--- src/sv/lcd_mode_timing_sequencer_unit_assert.svh ---
// assertion macros for the lcd mode timing sequencer
// expects clk and rst_n in the scope of the module that uses them
`ifndef LCD_MODE_TIMING_SEQUENCER_UNIT_ASSERT_SVH
`define LCD_MODE_TIMING_SEQUENCER_UNIT_ASSERT_SVH

// same-cycle implication, disabled while in reset
`define LMTS_ASSERT_NOW(label, ante, cons, msg) \
    label: assert property (@(posedge clk) disable iff (!rst_n) (ante) |-> (cons)) \
        else $error(msg);

// invariant that must hold at every clock edge out of reset
`define LMTS_ASSERT_ALWAYS(label, cond, msg) \
    label: assert property (@(posedge clk) disable iff (!rst_n) (cond)) \
        else $error(msg);

`endif

--- src/sv/lmts_pkg.sv ---
// constants for the lcd mode timing sequencer
// no dependencies; imported by lcd_mode_timing_sequencer_unit
package lmts_pkg;

    // line timing
    localparam logic [9:0] DOTS_PER_LINE = 10'd456;
    localparam logic [9:0] OAM_DOTS      = 10'd80;
    localparam logic [9:0] XFER_DOTS     = 10'd172;
    localparam logic [9:0] XFER_END      = OAM_DOTS + XFER_DOTS;
    localparam logic [7:0] VISIBLE_LINES = 8'd144;
    localparam logic [7:0] LAST_LINE     = 8'd153;

    // mode codes
    localparam logic [1:0] MODE_HBLANK = 2'd0;
    localparam logic [1:0] MODE_VBLANK = 2'd1;
    localparam logic [1:0] MODE_OAM    = 2'd2;
    localparam logic [1:0] MODE_XFER   = 2'd3;

    // configuration register indexes
    localparam int unsigned CFG_INDEX_W = 2;
    localparam int unsigned CFG_DATA_W  = 8;
    localparam logic [CFG_INDEX_W-1:0] REG_LCD_ENABLE   = 2'd0;
    localparam logic [CFG_INDEX_W-1:0] REG_LINE_COMPARE = 2'd1;
    localparam logic [CFG_INDEX_W-1:0] REG_STAT_ENABLES = 2'd2;

    // status interrupt enable bit positions
    localparam int unsigned EN_HBLANK = 0;
    localparam int unsigned EN_VBLANK = 1;
    localparam int unsigned EN_OAM    = 2;
    localparam int unsigned EN_COIN   = 3;

    typedef logic [1:0] mode_t;

endpackage

--- src/sv/lcd_mode_timing_sequencer_unit.sv ---
// lcd mode timing sequencer: dot counter, line counter and mode/interrupt pulses
// depends on lmts_pkg and lcd_mode_timing_sequencer_unit_assert.svh
//
// usage:
// - input channel (in_valid/in_ready, tick_count) carries the number of dot
//   clocks elapsed since the previous transfer
// - each input transfer yields exactly one result transfer on the output
//   channel (out_valid/out_ready): mode, current_line, coincidence and the
//   pulses vblank_irq, stat_irq, render_line, frame_done
// - an input transfer goes through the input register, one pass of add/compare
//   logic against the timing state and the result register, then result valid
// - throughput: one item per clock while the receiver is ready; the add/compare
//   path between the input register and the result register sets this figure
// - when the receiver stalls, the result register holds and the input
//   register takes one more item, then in_ready drops
// - configuration writes (cfg_write/cfg_index/cfg_data) take effect at once;
//   clearing lcd_enable zeroes line and dots and selects h-blank
// - reset clears the timing state, the configuration and both valid flags
`include "lcd_mode_timing_sequencer_unit_assert.svh"

module lcd_mode_timing_sequencer_unit
    import lmts_pkg::*;
(
    input  logic                   clk,
    input  logic                   rst_n,
    // configuration write port
    input  logic                   cfg_write,
    input  logic [CFG_INDEX_W-1:0] cfg_index,
    input  logic [CFG_DATA_W-1:0]  cfg_data,
    // input channel
    input  logic                   in_valid,
    output logic                   in_ready,
    input  logic [7:0]             tick_count,
    // output channel
    output logic                   out_valid,
    input  logic                   out_ready,
    output logic [1:0]             mode,
    output logic [7:0]             current_line,
    output logic                   coincidence,
    output logic                   vblank_irq,
    output logic                   stat_irq,
    output logic                   render_line,
    output logic                   frame_done
);

    // configuration registers
    logic       lcd_enable_reg;
    logic [7:0] line_compare_reg;
    logic [3:0] stat_en_reg;

    // timing state
    logic [8:0] dot_count_reg, dot_count_next;
    logic [7:0] line_reg, line_next;
    mode_t      mode_reg, mode_next;
    logic       coin_reg, coin_next;

    // pipeline registers
    logic       s1_valid_reg, s1_valid_next;
    logic [7:0] tick_reg;
    logic       out_valid_reg, out_valid_next;
    mode_t      out_mode_reg;
    logic [7:0] out_line_reg;
    logic       out_coin_reg;
    logic       out_vblank_reg;
    logic       out_stat_reg;
    logic       out_render_reg;
    logic       out_frame_reg;

    // combinational step results
    logic [9:0] dots_sum;
    logic [9:0] dots_wrap;
    logic [8:0] line_inc;
    logic       mode_entered;
    logic       line_changed;
    logic       coin_hit;
    logic       mode_req;
    logic       vblank_pulse;
    logic       render_pulse;
    logic       frame_pulse;
    logic       stat_pulse;
    logic       advance;
    logic       lcd_off_write;

    // handshake control
    assign advance        = s1_valid_reg && (!out_valid_reg || out_ready);
    assign in_ready       = !s1_valid_reg || advance;
    assign s1_valid_next  = (in_valid && in_ready) ? 1'b1 : (advance ? 1'b0 : s1_valid_reg);
    assign out_valid_next = advance ? 1'b1 : (out_ready ? 1'b0 : out_valid_reg);

    // one step of the dot/line/mode sequencer
    always_comb
    begin
        dots_sum       = {1'b0, dot_count_reg} + {2'b00, tick_reg};
        dots_wrap      = dots_sum - DOTS_PER_LINE;
        line_inc       = {1'b0, line_reg} + 9'd1;
        dot_count_next = dot_count_reg;
        line_next      = line_reg;
        mode_next      = mode_reg;
        mode_entered   = 1'b0;
        line_changed   = 1'b0;
        vblank_pulse   = 1'b0;
        render_pulse   = 1'b0;
        frame_pulse    = 1'b0;
        if (lcd_enable_reg)
        begin
            dot_count_next = dots_sum[8:0];
            if (line_reg < VISIBLE_LINES)
            begin
                if (dots_sum < OAM_DOTS)
                begin
                    if (mode_reg != MODE_OAM)
                    begin
                        mode_next    = MODE_OAM;
                        mode_entered = 1'b1;
                    end
                end
                else if (dots_sum < XFER_END)
                begin
                    mode_next = MODE_XFER;
                end
                else if (dots_sum < DOTS_PER_LINE)
                begin
                    if (mode_reg != MODE_HBLANK)
                    begin
                        mode_next    = MODE_HBLANK;
                        mode_entered = 1'b1;
                        render_pulse = 1'b1;
                    end
                end
                else
                begin
                    dot_count_next = dots_wrap[8:0];
                    line_next      = line_inc[7:0];
                    line_changed   = 1'b1;
                    mode_entered   = 1'b1;
                    if (line_inc[7:0] == VISIBLE_LINES)
                    begin
                        mode_next    = MODE_VBLANK;
                        vblank_pulse = 1'b1;
                        frame_pulse  = 1'b1;
                    end
                    else
                    begin
                        mode_next = MODE_OAM;
                    end
                end
            end
            else if (dots_sum >= DOTS_PER_LINE)
            begin
                dot_count_next = dots_wrap[8:0];
                line_changed   = 1'b1;
                if (line_inc > {1'b0, LAST_LINE})
                begin
                    line_next    = '0;
                    mode_next    = MODE_OAM;
                    mode_entered = 1'b1;
                end
                else
                begin
                    line_next = line_inc[7:0];
                end
            end
        end
    end

    // coincidence and status interrupt request
    assign coin_hit  = (line_next == line_compare_reg);
    assign coin_next = line_changed ? coin_hit : coin_reg;
    assign mode_req  = (stat_en_reg[EN_COIN]   && coin_hit)
                    || (stat_en_reg[EN_OAM]    && mode_next == MODE_OAM)
                    || (stat_en_reg[EN_VBLANK] && mode_next == MODE_VBLANK)
                    || (stat_en_reg[EN_HBLANK] && mode_next == MODE_HBLANK);
    assign stat_pulse = (mode_entered && mode_req)
                     || (line_changed && coin_hit && stat_en_reg[EN_COIN]);

    // display-off write clears the timing state
    assign lcd_off_write = cfg_write && (cfg_index == REG_LCD_ENABLE)
                        && lcd_enable_reg && !cfg_data[0];

    // configuration registers
    always_ff @(posedge clk or negedge rst_n)
    begin
        if (!rst_n)
        begin
            lcd_enable_reg   <= 1'b0;
            line_compare_reg <= '0;
            stat_en_reg      <= '0;
        end
        else if (cfg_write)
        begin
            case (cfg_index)
                REG_LCD_ENABLE:   lcd_enable_reg   <= cfg_data[0];
                REG_LINE_COMPARE: line_compare_reg <= cfg_data;
                REG_STAT_ENABLES: stat_en_reg      <= cfg_data[3:0];
                default:          ;
            endcase
        end
    end

    // timing state
    always_ff @(posedge clk or negedge rst_n)
    begin
        if (!rst_n)
        begin
            dot_count_reg <= '0;
            line_reg      <= '0;
            mode_reg      <= MODE_HBLANK;
            coin_reg      <= 1'b0;
        end
        else if (lcd_off_write)
        begin
            dot_count_reg <= '0;
            line_reg      <= '0;
            mode_reg      <= MODE_HBLANK;
        end
        else if (advance)
        begin
            dot_count_reg <= dot_count_next;
            line_reg      <= line_next;
            mode_reg      <= mode_next;
            coin_reg      <= coin_next;
        end
    end

    // valid flags
    always_ff @(posedge clk or negedge rst_n)
    begin
        if (!rst_n)
        begin
            s1_valid_reg  <= 1'b0;
            out_valid_reg <= 1'b0;
        end
        else
        begin
            s1_valid_reg  <= s1_valid_next;
            out_valid_reg <= out_valid_next;
        end
    end

    // input payload register
    always_ff @(posedge clk)
    begin
        if (in_valid && in_ready)
        begin
            tick_reg <= tick_count;
        end
    end

    // result payload register
    always_ff @(posedge clk)
    begin
        if (advance)
        begin
            out_mode_reg   <= mode_next;
            out_line_reg   <= line_next;
            out_coin_reg   <= coin_next;
            out_vblank_reg <= vblank_pulse;
            out_stat_reg   <= stat_pulse;
            out_render_reg <= render_pulse;
            out_frame_reg  <= frame_pulse;
        end
    end

    // output ports
    assign out_valid    = out_valid_reg;
    assign mode         = out_mode_reg;
    assign current_line = out_line_reg;
    assign coincidence  = out_coin_reg;
    assign vblank_irq   = out_vblank_reg;
    assign stat_irq     = out_stat_reg;
    assign render_line  = out_render_reg;
    assign frame_done   = out_frame_reg;

    // checks
    `LMTS_ASSERT_ALWAYS(a_dots_in_line, ({1'b0, dot_count_reg} < DOTS_PER_LINE),
        "dot counter reached a full line")
    `LMTS_ASSERT_ALWAYS(a_line_in_range, line_reg <= LAST_LINE,
        "line counter past the last line")
    `LMTS_ASSERT_NOW(a_vblank_entry, out_valid && vblank_irq,
        current_line == VISIBLE_LINES && mode == MODE_VBLANK,
        "vblank pulse away from the first vblank line")
    `LMTS_ASSERT_NOW(a_render_visible, out_valid && render_line,
        current_line < VISIBLE_LINES && mode == MODE_HBLANK,
        "render request outside visible hblank")
    `LMTS_ASSERT_NOW(a_frame_with_vblank, out_valid && frame_done, vblank_irq,
        "frame done without vblank pulse")

endmodule
--- config.mk ---
export PLATFORM = sky130hd
export DESIGN_NAME = lcd_mode_timing_sequencer_unit
export DESIGN_NICKNAME = d
export VERILOG_FILES = /design/src/sv/lmts_pkg.sv /design/src/sv/lcd_mode_timing_sequencer_unit.sv
export VERILOG_INCLUDE_DIRS = /design/src /design/src/sv
export SDC_FILE = /design/constraint.sdc
export NUM_CORES = 1
export LEC_CHECK = 0
export BUFFER_PORTS_ARGS = -buffer_cell sky130_fd_sc_hd__buf_4
export CAP_MARGIN = 40
export CORE_AREA = 4 4 93 95
export CTS_CLUSTER_SIZE = 10
export DETAILED_ROUTE_END_ITERATION = 10
export DIE_AREA = 0 0 97 99
export GPL_TIMING_DRIVEN = 0
export PLACE_DENSITY = 0.81
export SKIP_CTS_REPAIR_TIMING = 1
export SYNTH_ARGS = -nofsm -noshare
export SYNTH_HDL_FRONTEND = slang
export SYNTH_SLANG_ARGS = --single-unit
--- constraint.sdc ---
create_clock -name clk -period 4.15 [get_ports clk]
set_input_delay 0.6225 -clock clk [delete_from_list [all_inputs] [get_ports clk]]
set_output_delay 0.6225 -clock clk [all_outputs]
set_load 0.1 [all_outputs]
==> flow_summary.toml <==
[power]
pwr_density_cell_nw_per_um2 = 720
power.total_mw = 3.36
ir_drop_uv = 295
leakage_nw = 1.86

[global_route]
gr-total-overflow = 0
grt_use_total_pct = 19.8
grt_max_degree = 36
grt_pass1_wl_um = 15500
antenna_found_initial = 0
first_global_vias = 3234

[placement]
place_congestion = 0.935
dp.final_hpwl_um = 7070
io_buffers = 39
placed_area_um2 = 4290

[clock_tree]
cts_sinks = 57
cts_buffers = 9
clockBufferDepth = 2
htreeDepth = 3
path_clk_slew_ps = 70
clockRootBuffer = "clkbuf_8"
clkLatencyLatePin_ps = 340
cts_tree = "done"

[layout]
fillers = 641
final_nets = 512
multiInputGateArea_um2 = 2250
areaGrowthSynthToFinish_pct = 21.1
fin_area_um2 = 4670
final_cell_mix = "buf_4, nor2_1, nand2_1, dfrtp_1, o21ai_0"
antenna_cells = 0
largest_reg_flops = 9
layout_commonest_cell = "buf_4"
final_core_util_pct = 60.4
regArea_um2 = 1540
layout-drive-gt1-share_pct = 25.2

[synthesis]
synth_top_area_share_pct = 22.7
syn_area_um2 = 3850
syn_nets = 447
ys_types = 71
avgSynthCellArea_um2 = 9.38
synth_area_leaders = "dfrtp_1, edfxtp_1, ha_1"
synth_top_flop_cell = "dfrtp_1"
synth_area_leader_cell = "dfrtp_1"
synthArstFlopShare_pct = 61.4
netlist_instances = 411
synth-edff-count = 22
yosysSeqAreaShare_pct = 39.9
synth-seq-cells = 57
ys_warn_count = 0

[timing]
slew_violations = 0
relSlewSlack_pct = 46.6
hold_ws_ps = 236
finalHoldViolCount = 0
finalSetupViolCount = 2
fmax_mhz = 237
fin_ws_ps = -64.8
fin_crit_ps = 4210
rsz0062_at_grt = "yes"
setup_tns_ps = -102
tightestPinTransition_ps = 795
period_share_pct = 102
finClkSkew_ps = 9.18

[critical_path]
startpoint_type = "register"
required_ps = 4330
critPathMaxStageDelay_ps = 440
critPathMaxFanout = 7
end_kind = "register"
crit_path_cell_trace = "ha_1 > or2_2 > o22a_1 > xor2_2 > inv_2 > ha_1 > nand3b_1 > nor3b_2 > mux2i_2 > o2111a_2 > or3_4 > buf_6 > a32oi_4 > xnor2_2 > a2111oi_2 > nand4_1 > o2bb2ai_1"
path_class = "reg -> reg"
slowest_stage = "or3_4"
critPathArrivalTime_ps = 4400
path_common_cell = "ha_1"

[detailed_routing]
routed_wl_um = 9900
final_antenna_net_count = 0
wl_per_cell_um = 17.0
via_per_inst = 6.15
drc = 0
vias = 3588
first_iter_violations = 496
drt_first_pass_iters = 5

[die]
coreArea_um2 = 7730
ios = 40
initial_core_util_pct = 49.9
num_rows = 32
fp.dieArea_um2 = 9600
die_x_um = 97
fp.dieH_um = 99

[outcome]
status = "finished, violations left"
violations = "negative setup slack"

[min_path]
hold_path.class = "in -> async"

[flow_run]
drv_cap = 0
## routing by layer
metal / up-vias / wire [um] / GRT usage [%]
met2: 170 / 4470 / 29.7
met5: - / 0 / 0
met3: 31 / 808 / 4.10
li1: 1675 / - / -
met1: 1712 / 4280 / 27.4
met4: 0 / 340 / 9.72
## per-stage QoR
step | worst slack [ps] | instances
6_report | -64.8 | 583
4_1_cts | -427 | 570
2_1_floorplan | 159 | 411
3_5_place_dp | -405 | 554
3_3_place_gp | -321 | 552
5_1_grt | -238 | 583
## layout make-up
class / count / area share, %
Multi-Input combinational cell: 314 / 48.2
Sequential cell: 57 / 32.9
Timing Repair Buffer: 54 / 8.85
Clock buffer: 12 / 3.11
Tap cell: 102 / 2.74
Buffer: 18 / 1.98
Inverter: 22 / 1.77
Clock inverter: 4 / 0.402
## logic make-up (layout without fill, tap and decap cells)
group,count (synthesis),after routing,share of synthesized area [%]
buffers and inverters,40,110,4.45
XOR/XNOR,13,13,2.95
multiplexers,16,16,4.55
flip-flops,57,57,39.9
adder cells (fa/ha/maj),13,13,4.42
AND/OR/NAND/NOR,144,144,18.8
AO/OA/AOI/OAI,128,128,25.0
## synthesized netlist by cell type (3+ instances only)
master      n
mux2i_1     4
and3_1      7
nand3_1    11
mux2_2     12
o211ai_1    3
a2111oi_0   3
o21ai_0    25
a2111oi_2   3
dfrtp_1    35
o2111ai_1   3
o31ai_1     6
o21a_1      5
nand3b_1    6
or3_1       7
ha_1       12
o21ai_1     3
nand2b_1    7
nor2_1     38
clkbuf_1    8
a22o_1      6
a31oi_1     3
buf_2       8
xor2_1      4
a211oi_1    7
nand2_1    35
edfxtp_1   22
a21boi_0    3
nor2b_1     4
inv_1      21
a21oi_1    22
o211a_1     3
nor3b_1     3
o31a_1      3
nand4_1     4
xnor2_1     9
nor3_1     11
## final timing paths
kind,depth (start not counted),end,slack [ps],startpoint
setup / recovery,17,stat_irq$_DFFE_PP_,-60,dot_count_reg[2]$_DFFE_PN0P_
hold / removal,1,line_reg[6]$_DFFE_PN0P_,240,rst_n
setup reg to reg,17,stat_irq$_DFFE_PP_,-60,dot_count_reg[2]$_DFFE_PN0P_
hold reg to reg,1,out_valid$_DFFE_PN0P_,480,s1_valid_reg$_DFFE_PN0P_
max in group asynchronous,1,dot_count_reg[1]$_DFFE_PN0P_,3590,rst_n
min in group clk,1,tick_reg[4]$_DFFE_PP_,460,tick_count[4]
## power breakdown
| part | switching (mW) | total [mW] | internal (mW) |
|---|---|---|---|
| Clock | 0.207 | 0.435 | 0.228 |
| Combinational | 1.29 | 2.08 | 0.783 |
| Sequential | 0.110 | 0.846 | 0.736 |
## worst max-delay path: cells and delay by family, from the launching register on
family                   cells  cell delay, ps
XOR/XNOR                     2             290
multiplexers                 1             120
adder cells (fa/ha/maj)      2             470
AO/OA/AOI/OAI                5            1220
buffers and inverters        2             240
flip-flops                   1             390
AND/OR/NAND/NOR              5            1300
No activity file was read; power rests on OpenSTA's default activity.
